[src/rtl/mtt_pkg.sv]
// types, codes and result builder for the timer table
// no dependencies; used by multi_timer_table
package mtt_pkg;

  // opcodes of the request beat
  localparam logic [2:0] OP_ALLOC   = 3'd0;
  localparam logic [2:0] OP_FREE    = 3'd1;
  localparam logic [2:0] OP_INIT    = 3'd2;
  localparam logic [2:0] OP_SETTIME = 3'd3;
  localparam logic [2:0] OP_TICK    = 3'd4;

  // result kinds
  localparam logic [1:0] KIND_ALLOC  = 2'd0;
  localparam logic [1:0] KIND_ACK    = 2'd1;
  localparam logic [1:0] KIND_EXPIRY = 2'd2;
  localparam logic [1:0] KIND_QUIET  = 2'd3;

  typedef struct packed {
    logic [2:0]  opcode;
    logic [5:0]  timer_index;
    logic [7:0]  queue_id;
    logic [7:0]  tag_byte;
    logic [31:0] timeout_ticks;
  } in_beat_t;

  typedef struct packed {
    logic [1:0]  kind;
    logic        ok;
    logic [5:0]  entry_index;
    logic [7:0]  dest_queue;
    logic [7:0]  dest_tag;
    logic [31:0] tick_total;
    logic        last;
  } out_beat_t;

  typedef enum logic [1:0] {
    ST_IDLE,
    ST_ALLOC,
    ST_TICK,
    ST_FIN
  } state_t;

  function automatic out_beat_t make_beat(
    input logic [1:0]  kind,
    input logic        ok,
    input logic [5:0]  idx,
    input logic [7:0]  q,
    input logic [7:0]  t,
    input logic [31:0] total,
    input logic        last
  );
    out_beat_t b;
    b.kind        = kind;
    b.ok          = ok;
    b.entry_index = idx;
    b.dest_queue  = q;
    b.dest_tag    = t;
    b.tick_total  = total;
    b.last        = last;
    return b;
  endfunction

endpackage

[src/rtl/mtt_ram.sv]
// generic single write port ram with registered, enabled read
// no dependencies
module mtt_ram #(
  parameter int WIDTH = 32,
  parameter int DEPTH = 64
) (
  input  logic                             clk,
  input  logic                             we,
  input  logic [(DEPTH>1?$clog2(DEPTH):1)-1:0] waddr,
  input  logic [WIDTH-1:0]                 wdata,
  input  logic                             re,
  input  logic [(DEPTH>1?$clog2(DEPTH):1)-1:0] raddr,
  output logic [WIDTH-1:0]                 rdata
);

  logic [WIDTH-1:0] mem [DEPTH];
  logic [WIDTH-1:0] rdata_r;

  // write port
  always_ff @(posedge clk) begin
    if (we) begin
      mem[waddr] <= wdata;
    end
  end

  // read port, data held while re is low
  always_ff @(posedge clk) begin
    if (re) begin
      rdata_r <= mem[raddr];
    end
  end

  assign rdata = rdata_r;

endmodule

[src/rtl/multi_timer_table.sv]
// multi_timer_table: table of countdown timers with alloc, free, init, settime, tick
// depends on mtt_pkg and mtt_ram
//
//   channel | ports                          | beat
//   request | in_valid, in_stall, in_data    | in_beat_t, one per operation
//   result  | out_valid, out_stall, out_data | out_beat_t, last marks final result
//
// one operation at a time; free, init, settime and unused codes go straight to the final result,
// alloc scans the status bits for the lowest free entry before its result,
// tick walks one entry a cycle through the remaining-count ram port while no expiry waits
// on a stalled result register; such a wait holds the walk.
// reset clears status bits and tick count at once, no clearing pass.
// results leave through one output register; out_stall holds it and the walk behind it.
module multi_timer_table
  import mtt_pkg::*;
#(
  parameter int NUM_TIMERS = 64
) (
  input  logic      clk,
  input  logic      rst_n,
  input  logic      in_valid,
  output logic      in_stall,
  input  in_beat_t  in_data,
  output logic      out_valid,
  input  logic      out_stall,
  output out_beat_t out_data
);

  localparam int AW = (NUM_TIMERS > 1) ? $clog2(NUM_TIMERS) : 1;
  localparam logic [AW-1:0] LAST_IDX = AW'(NUM_TIMERS - 1);

  // control and status registers
  state_t                  state_r, state_nxt;
  logic [NUM_TIMERS-1:0]   used_r, used_nxt;
  logic [NUM_TIMERS-1:0]   run_r, run_nxt;
  logic [31:0]             tick_cnt_r, tick_cnt_nxt;
  logic [AW-1:0]           idx_r, idx_nxt;
  logic                    issue_r, issue_nxt;
  logic                    pend_r, pend_nxt;
  logic [AW-1:0]           pidx_r, pidx_nxt;
  logic                    hold_valid_r, hold_valid_nxt;
  out_beat_t               hold_r, hold_nxt;
  out_beat_t               fin_r, fin_nxt;
  logic                    out_valid_r, out_valid_nxt;
  out_beat_t               out_r, out_nxt;

  // ram ports
  logic                    rem_we;
  logic [AW-1:0]           rem_waddr;
  logic [31:0]             rem_wdata;
  logic [31:0]             rem_rdata;
  logic                    qt_we;
  logic [15:0]             qt_rdata;
  logic                    rd_en;
  logic [AW-1:0]           rd_addr;

  // decoded request and handshake terms
  logic                    accept;
  logic                    idx_ok;
  logic [AW-1:0]           req_addr;
  logic                    out_free;
  logic                    cand_free;
  logic                    alloc_done;
  logic                    entry_run;
  logic                    expire;
  logic                    proc_ok;
  logic                    tick_done;
  logic [31:0]             rem_dec;
  out_beat_t               exp_beat;

  assign in_stall  = (state_r != ST_IDLE);
  assign accept    = in_valid && (state_r == ST_IDLE);
  assign idx_ok    = ({1'b0, in_data.timer_index} < 7'(NUM_TIMERS));
  assign req_addr  = in_data.timer_index[AW-1:0];
  assign out_free  = !out_valid_r || !out_stall;

  // alloc scan term
  assign cand_free  = !used_r[idx_r];
  assign alloc_done = cand_free || (idx_r == LAST_IDX);

  // tick walk terms for the entry whose count sits on the ram output
  assign entry_run = pend_r && run_r[pidx_r];
  assign rem_dec   = rem_rdata - 32'd1;
  assign expire    = entry_run && (rem_rdata == 32'd1);
  assign proc_ok   = !expire || !hold_valid_r || out_free;
  assign tick_done = proc_ok && !issue_r;
  assign exp_beat  = make_beat(KIND_EXPIRY, 1'b1, 6'(pidx_r), qt_rdata[15:8],
                               qt_rdata[7:0], tick_cnt_r, 1'b0);

  mtt_ram #(
    .WIDTH (32),
    .DEPTH (NUM_TIMERS)
  ) u_rem_ram (
    .clk   (clk),
    .we    (rem_we),
    .waddr (rem_waddr),
    .wdata (rem_wdata),
    .re    (rd_en),
    .raddr (rd_addr),
    .rdata (rem_rdata)
  );

  mtt_ram #(
    .WIDTH (16),
    .DEPTH (NUM_TIMERS)
  ) u_qt_ram (
    .clk   (clk),
    .we    (qt_we),
    .waddr (req_addr),
    .wdata ({in_data.queue_id, in_data.tag_byte}),
    .re    (rd_en),
    .raddr (rd_addr),
    .rdata (qt_rdata)
  );

  // next state
  always_comb begin
    state_nxt = state_r;
    unique case (state_r)
      ST_IDLE: begin
        if (in_valid) begin
          if (in_data.opcode == OP_ALLOC) begin
            state_nxt = ST_ALLOC;
          end else if (in_data.opcode == OP_TICK) begin
            state_nxt = ST_TICK;
          end else begin
            state_nxt = ST_FIN;
          end
        end
      end
      ST_ALLOC: begin
        if (alloc_done) begin
          state_nxt = ST_FIN;
        end
      end
      ST_TICK: begin
        if (tick_done) begin
          state_nxt = ST_FIN;
        end
      end
      ST_FIN: begin
        if (out_free) begin
          state_nxt = ST_IDLE;
        end
      end
      default: state_nxt = ST_IDLE;
    endcase
  end

  // datapath and memory controls
  always_comb begin
    used_nxt       = used_r;
    run_nxt        = run_r;
    tick_cnt_nxt   = tick_cnt_r;
    idx_nxt        = idx_r;
    issue_nxt      = issue_r;
    pend_nxt       = pend_r;
    pidx_nxt       = pidx_r;
    hold_valid_nxt = hold_valid_r;
    hold_nxt       = hold_r;
    fin_nxt        = fin_r;
    out_valid_nxt  = out_valid_r && out_stall;
    out_nxt        = out_r;
    rem_we         = 1'b0;
    rem_waddr      = req_addr;
    rem_wdata      = in_data.timeout_ticks;
    qt_we          = 1'b0;
    rd_en          = 1'b0;
    rd_addr        = idx_r;

    unique case (state_r)
      ST_IDLE: begin
        if (accept) begin
          idx_nxt        = '0;
          issue_nxt      = 1'b1;
          pend_nxt       = 1'b0;
          hold_valid_nxt = 1'b0;
          fin_nxt        = make_beat(KIND_ACK, 1'b1, 6'd0, 8'd0, 8'd0, tick_cnt_r, 1'b1);
          unique case (in_data.opcode)
            OP_FREE: begin
              if (idx_ok) begin
                used_nxt[req_addr] = 1'b0;
                run_nxt[req_addr]  = 1'b0;
              end
            end
            OP_INIT: begin
              qt_we = idx_ok;
            end
            OP_SETTIME: begin
              if (idx_ok) begin
                rem_we             = 1'b1;
                used_nxt[req_addr] = 1'b1;
                run_nxt[req_addr]  = 1'b1;
              end
            end
            OP_TICK: begin
              tick_cnt_nxt = tick_cnt_r + 32'd1;
            end
            default: begin
            end
          endcase
        end
      end

      // lowest free entry, one status bit a cycle
      ST_ALLOC: begin
        if (cand_free) begin
          used_nxt[idx_r] = 1'b1;
          fin_nxt = make_beat(KIND_ALLOC, 1'b1, 6'(idx_r), 8'd0, 8'd0, tick_cnt_r, 1'b1);
        end else if (idx_r == LAST_IDX) begin
          fin_nxt = make_beat(KIND_ALLOC, 1'b0, 6'd0, 8'd0, 8'd0, tick_cnt_r, 1'b1);
        end else begin
          idx_nxt = idx_r + AW'(1);
        end
      end

      // read one entry, decrement and write back the one read before it
      ST_TICK: begin
        if (proc_ok) begin
          if (entry_run) begin
            rem_we    = 1'b1;
            rem_waddr = pidx_r;
            rem_wdata = rem_dec;
          end
          // expiries wait one slot so the final one can carry last
          if (expire) begin
            run_nxt[pidx_r] = 1'b0;
            if (hold_valid_r) begin
              out_valid_nxt = 1'b1;
              out_nxt       = hold_r;
            end
            hold_valid_nxt = 1'b1;
            hold_nxt       = exp_beat;
          end
          if (issue_r) begin
            rd_en    = 1'b1;
            pend_nxt = 1'b1;
            pidx_nxt = idx_r;
            if (idx_r == LAST_IDX) begin
              issue_nxt = 1'b0;
            end else begin
              idx_nxt = idx_r + AW'(1);
            end
          end else begin
            pend_nxt = 1'b0;
          end
          if (tick_done) begin
            if (expire) begin
              fin_nxt      = exp_beat;
              fin_nxt.last = 1'b1;
            end else if (hold_valid_r) begin
              fin_nxt      = hold_r;
              fin_nxt.last = 1'b1;
            end else begin
              fin_nxt = make_beat(KIND_QUIET, 1'b1, 6'd0, 8'd0, 8'd0, tick_cnt_r, 1'b1);
            end
          end
        end
      end

      // final result beat of the operation
      ST_FIN: begin
        if (out_free) begin
          out_valid_nxt = 1'b1;
          out_nxt       = fin_r;
        end
      end

      default: begin
      end
    endcase
  end

  // control registers
  always_ff @(posedge clk) begin
    if (!rst_n) begin
      state_r      <= ST_IDLE;
      used_r       <= '0;
      run_r        <= '0;
      tick_cnt_r   <= '0;
      issue_r      <= 1'b0;
      pend_r       <= 1'b0;
      hold_valid_r <= 1'b0;
      out_valid_r  <= 1'b0;
    end else begin
      state_r      <= state_nxt;
      used_r       <= used_nxt;
      run_r        <= run_nxt;
      tick_cnt_r   <= tick_cnt_nxt;
      issue_r      <= issue_nxt;
      pend_r       <= pend_nxt;
      hold_valid_r <= hold_valid_nxt;
      out_valid_r  <= out_valid_nxt;
    end
  end

  // payload registers
  always_ff @(posedge clk) begin
    idx_r  <= idx_nxt;
    pidx_r <= pidx_nxt;
    hold_r <= hold_nxt;
    fin_r  <= fin_nxt;
    out_r  <= out_nxt;
  end

  assign out_valid = out_valid_r;
  assign out_data  = out_r;

endmodule

[config.mk]
export PLATFORM = sky130hd
export DESIGN_NAME = multi_timer_table
export DESIGN_NICKNAME = d
export VERILOG_FILES = /design/src/rtl/mtt_pkg.sv /design/src/rtl/mtt_ram.sv /design/src/rtl/multi_timer_table.sv
export SDC_FILE = /design/constraint.sdc
export NUM_CORES = 2
export LEC_CHECK = 0
export ABC_AREA = 1
export ABC_CLOCK_PERIOD_IN_PS = 13100
export BUFFER_PORTS_ARGS = -buffer_cell sky130_fd_sc_hd__buf_2
export CAP_MARGIN = 20
export CORE_ASPECT_RATIO = 1.75
export CORE_UTILIZATION = 35
export CTS_BUF_LIST = sky130_fd_sc_hd__clkbuf_2
export CTS_CLUSTER_DIAMETER = 150
export DETAILED_ROUTE_END_ITERATION = 10
export GPL_ROUTABILITY_DRIVEN = 0
export PLACE_DENSITY = 0.54
export SYNTH_ARGS = -nofsm -noshare
export SYNTH_HDL_FRONTEND = slang
export SYNTH_SLANG_ARGS = --single-unit
[constraint.sdc]
create_clock -name clk -period 13.1 [get_ports clk]
set_input_delay 0.655 -clock clk [delete_from_list [all_inputs] [get_ports clk]]
set_output_delay 0.655 -clock clk [all_outputs]
set_load 0.02 [all_outputs]
==> results.toml <==
[grt]
grt_max_degree = 131
grt_overflow = 0
grt_busiest_layer = "met2"
grt_use_met3 = 0.0393
use_met2 = 0.418
grt_use_met1 = 0.254
antenna_found_initial = 32
grt_pass1_vias = 90700
grt_pass1_wl_um = 649000
grt.total_usage = 0.232

[cts]
clk_pin_slew_worst_paths_ns = 0.11
cts_buffers = 772
htreeDepth = 6
worstSkewPairLatency_ns = 2.06
clock_path_buffers = 4
cts_sinks = 3467
cts_resized = 0
hold_buffers = 131
cts_tree = "built"
root_buffer = "clkbuf_2"
postCtsSetupBuffers = 0

[pwr]
power.share.clock = 0.248
vdd_drop_max_mv = 0.164
seqPwrFrac = 0.457
leakagePower_nw = 50.5
power.density_nw_per_um2 = 183
p_sw_mw = 10.5
comb_power_share = 0.295
power.internal_mw = 17.2
p_sw_frac = 0.377

[sta]
setup-violations-final = 0
min_period_ns = 5.81
drv_slew = 0
fin_crit_sh = 0.443
clock.fmax_ghz = 0.172
finalHoldViolCount = 0
setup_tns_ns = 0
clock_skew_ns = 0.279
slew_headroom = 0.158
rsz0062_at_grt = "false"
worst_pin_slew_ns = 1.26

[logic_synthesis]
synthTopCellsByArea = "edfxtp_1, nand2_1, a22oi_1"
netlist_area_um2 = 135000
syn_inst = 9809
synth_ff_type = "edfxtp_1"
synth_edf_count = 3301
ys_async_sr_fraction = 0
ys.warnings.count = 0
synth_seq_cells = 3467
yosysUniqueCellTypes = 54
synth_area_leader_cell = "edfxtp_1"
syn_nets = 9879
postSynthAreaPerCell_um2 = 13.7
ys_seq_area_frac = 0.760
yosys.area.top_type_share = 0.735

[finish]
mostFrequentLayoutCell = "edfxtp_1"
drive_above_1_share = 0.167
final_cell_mix = "edfxtp_1, nand2_1, clkbuf_2"
design.final.nets = 10600
layout.cells.non_filler = 16200
syn_to_final_growth_pct = 12.5

[worst_setup_path]
worstSetupPathType = "reg2reg"
crit_top_cell = "nand2_1"
startpoint = "u_rem_ram.rdata[5]$_DFFE_PP_"
r2r_start = "u_rem_ram.rdata[5]$_DFFE_PP_"
cp_slowest_cell = "nor2_4"
end_kind = "flop"
cpPeakStageDelay_ns = 0.85
cp_data_arrival_time_ns = 7.42
crit_chain = "inv_1 -> nand2_1 -> nor3_1 -> nand2_1 -> nor2_1 -> nand2_1 -> o311ai_4 -> nor2_4 -> buf_4 -> o21ai_2 -> nand4_1 -> nor2_4 -> buf_4"
required_ns = 14.72
crit_fanout = 48
cp-start-kind = "flop"

[die]
die_w_um = 471
dieArea_um2 = 388000
core_um2 = 383000
initial_utilization = 0.352
rows = 301
ioPinCount = 121
die_y_um = 823

[drt]
ant_nets = 0
viasPerCell = 5.57
drt-pass1-iter-count = 8
num_vias = 90300
wl_um = 463000
drc = 0
drt_iter0_markers = 9026
wl_per_cell_um = 28.6

[hold_path]
holdCritStartpoint = "in_data[55]"
min_path_type = "in2reg"

[place]
dp.cells = 14600
hpwl_um = 269000
port_buffers = 120

[status]
status = "complete, no violations"

[job]
maxCapViolCount = 0
-- layer usage --
metal,share of wire,vias up
met5,0.00014,-
met2,0.52,4521
met3,0.069,1151
met1,0.35,45700
li1,-,39000
met4,0.062,10
-- flip-flops by register name, indices dropped and copies added (netlist names), named ones only --
register / flops
pend_r: 1
idx_r: 6
fin_r: 57
u_rem_ram.mem: 2048
u_qt_ram.rdata: 16
out_valid: 1
state_r: 2
issue_r: 1
u_qt_ram.mem: 1024
u_rem_ram.rdata: 32
tick_cnt_r: 32
hold_valid_r: 1
hold_r: 54
pidx_r: 6
out_data: 58
-- cells by family (layout without fill, tap and decap cells) --
kind of cell / count (synthesis) / in the layout / share of synthesized area
AOI/OAI and AO/OA: 1770 / 1770 / 0.0951
adders and majority gates: 9 / 9 / 0.000836
other: 0 / 55 / 0
buffers and inverters: 967 / 2309 / 0.0287
xor gates and xnor gates: 28 / 28 / 0.00182
and+or+nand+nor: 3568 / 3568 / 0.113
DFF: 3467 / 3467 / 0.760
-- synthesized netlist by cell type (all sizes together) (4+ instances only) --
master	number
a22o	296
buf	256
nand2	2197
clkbuf	304
xnor2	5
or2	33
nor3	60
a22oi	513
o22ai	12
a211oi	4
nor4	7
nor2	547
a221oi	324
ha	9
a21oi	217
o211ai	81
o21ai	292
nand4	473
nand3	245
dfxtp	166
inv	404
a31oi	21
edfxtp	3301
xor2	23
-- power by group through the flow --
stage | clock network, mW | registers (mW) | logic [mW]
final | 6.88 | 12.7 | 8.17
after global routing | 7.52 | 12.7 | 8.57
after CTS | 7.04 | 12.7 | 8.08
after detailed placement | 0 | 12.9 | 8.01
after global placement | 0 | 12.9 | 7.97
after floorplan | 0 | 13.0 | 4.42
-- final cells by class --
| type | count | area [um^2] |
|---|---|---|
| Antenna cell | 55 | 138 |
| Clock buffer | 1123 | 5620 |
| Clock inverter | 248 | 1450 |
| Fill cell | 36200 | 232000 |
| Inverter | 407 | 1590 |
| Multi-Input combinational cell | 5375 | 29600 |
| Sequential cell | 3467 | 102000 |
| Tap cell | 4999 | 6250 |
| Timing Repair Buffer | 531 | 4630 |
-- stage by stage --
stage / power (mW) / setup slack, ns / util / hold slack (ns) / cell area, um^2
2_1_floorplan: 17.4 / 6.37 / - / 0.408 / 135000
3_3_place_gp: 20.9 / 7.44 / 0.371 / 0.415 / 142000
3_5_place_dp: 20.9 / 7.33 / 0.373 / 0.418 / 143000
4_1_cts: 27.8 / 7.31 / 0.395 / 0.00790 / 151000
5_1_grt: 28.8 / 7.10 / 0.396 / 0.125 / 152000
6_report: 27.7 / 7.29 / 0.396 / 0.181 / 152000
-- critical path: cells and delay by family (launching register included) --
| family | cells | cell delay (ns) |
|---|---|---|
| flip-flops | 1 | 0.43 |
| AO/OA/AOI/OAI | 2 | 1.06 |
| AND/OR/NAND/NOR | 8 | 2.82 |
| buffers and inverters | 3 | 1.04 |
-- worst paths after layout --
check                                   endpoint  slack (ns)  cells past startpoint
setup / recovery  u_rem_ram.mem[44][5]$_DFFE_PP_        7.29                     13
hold / removal     u_qt_ram.mem[6][14]$_DFFE_PP_        0.18                      5
setup reg to reg  u_rem_ram.mem[44][5]$_DFFE_PP_        7.29                     13
hold reg to reg             hold_r[26]$_DFFE_PP_        0.44                      0
Note: power is estimated with default switching activity, not from simulation.
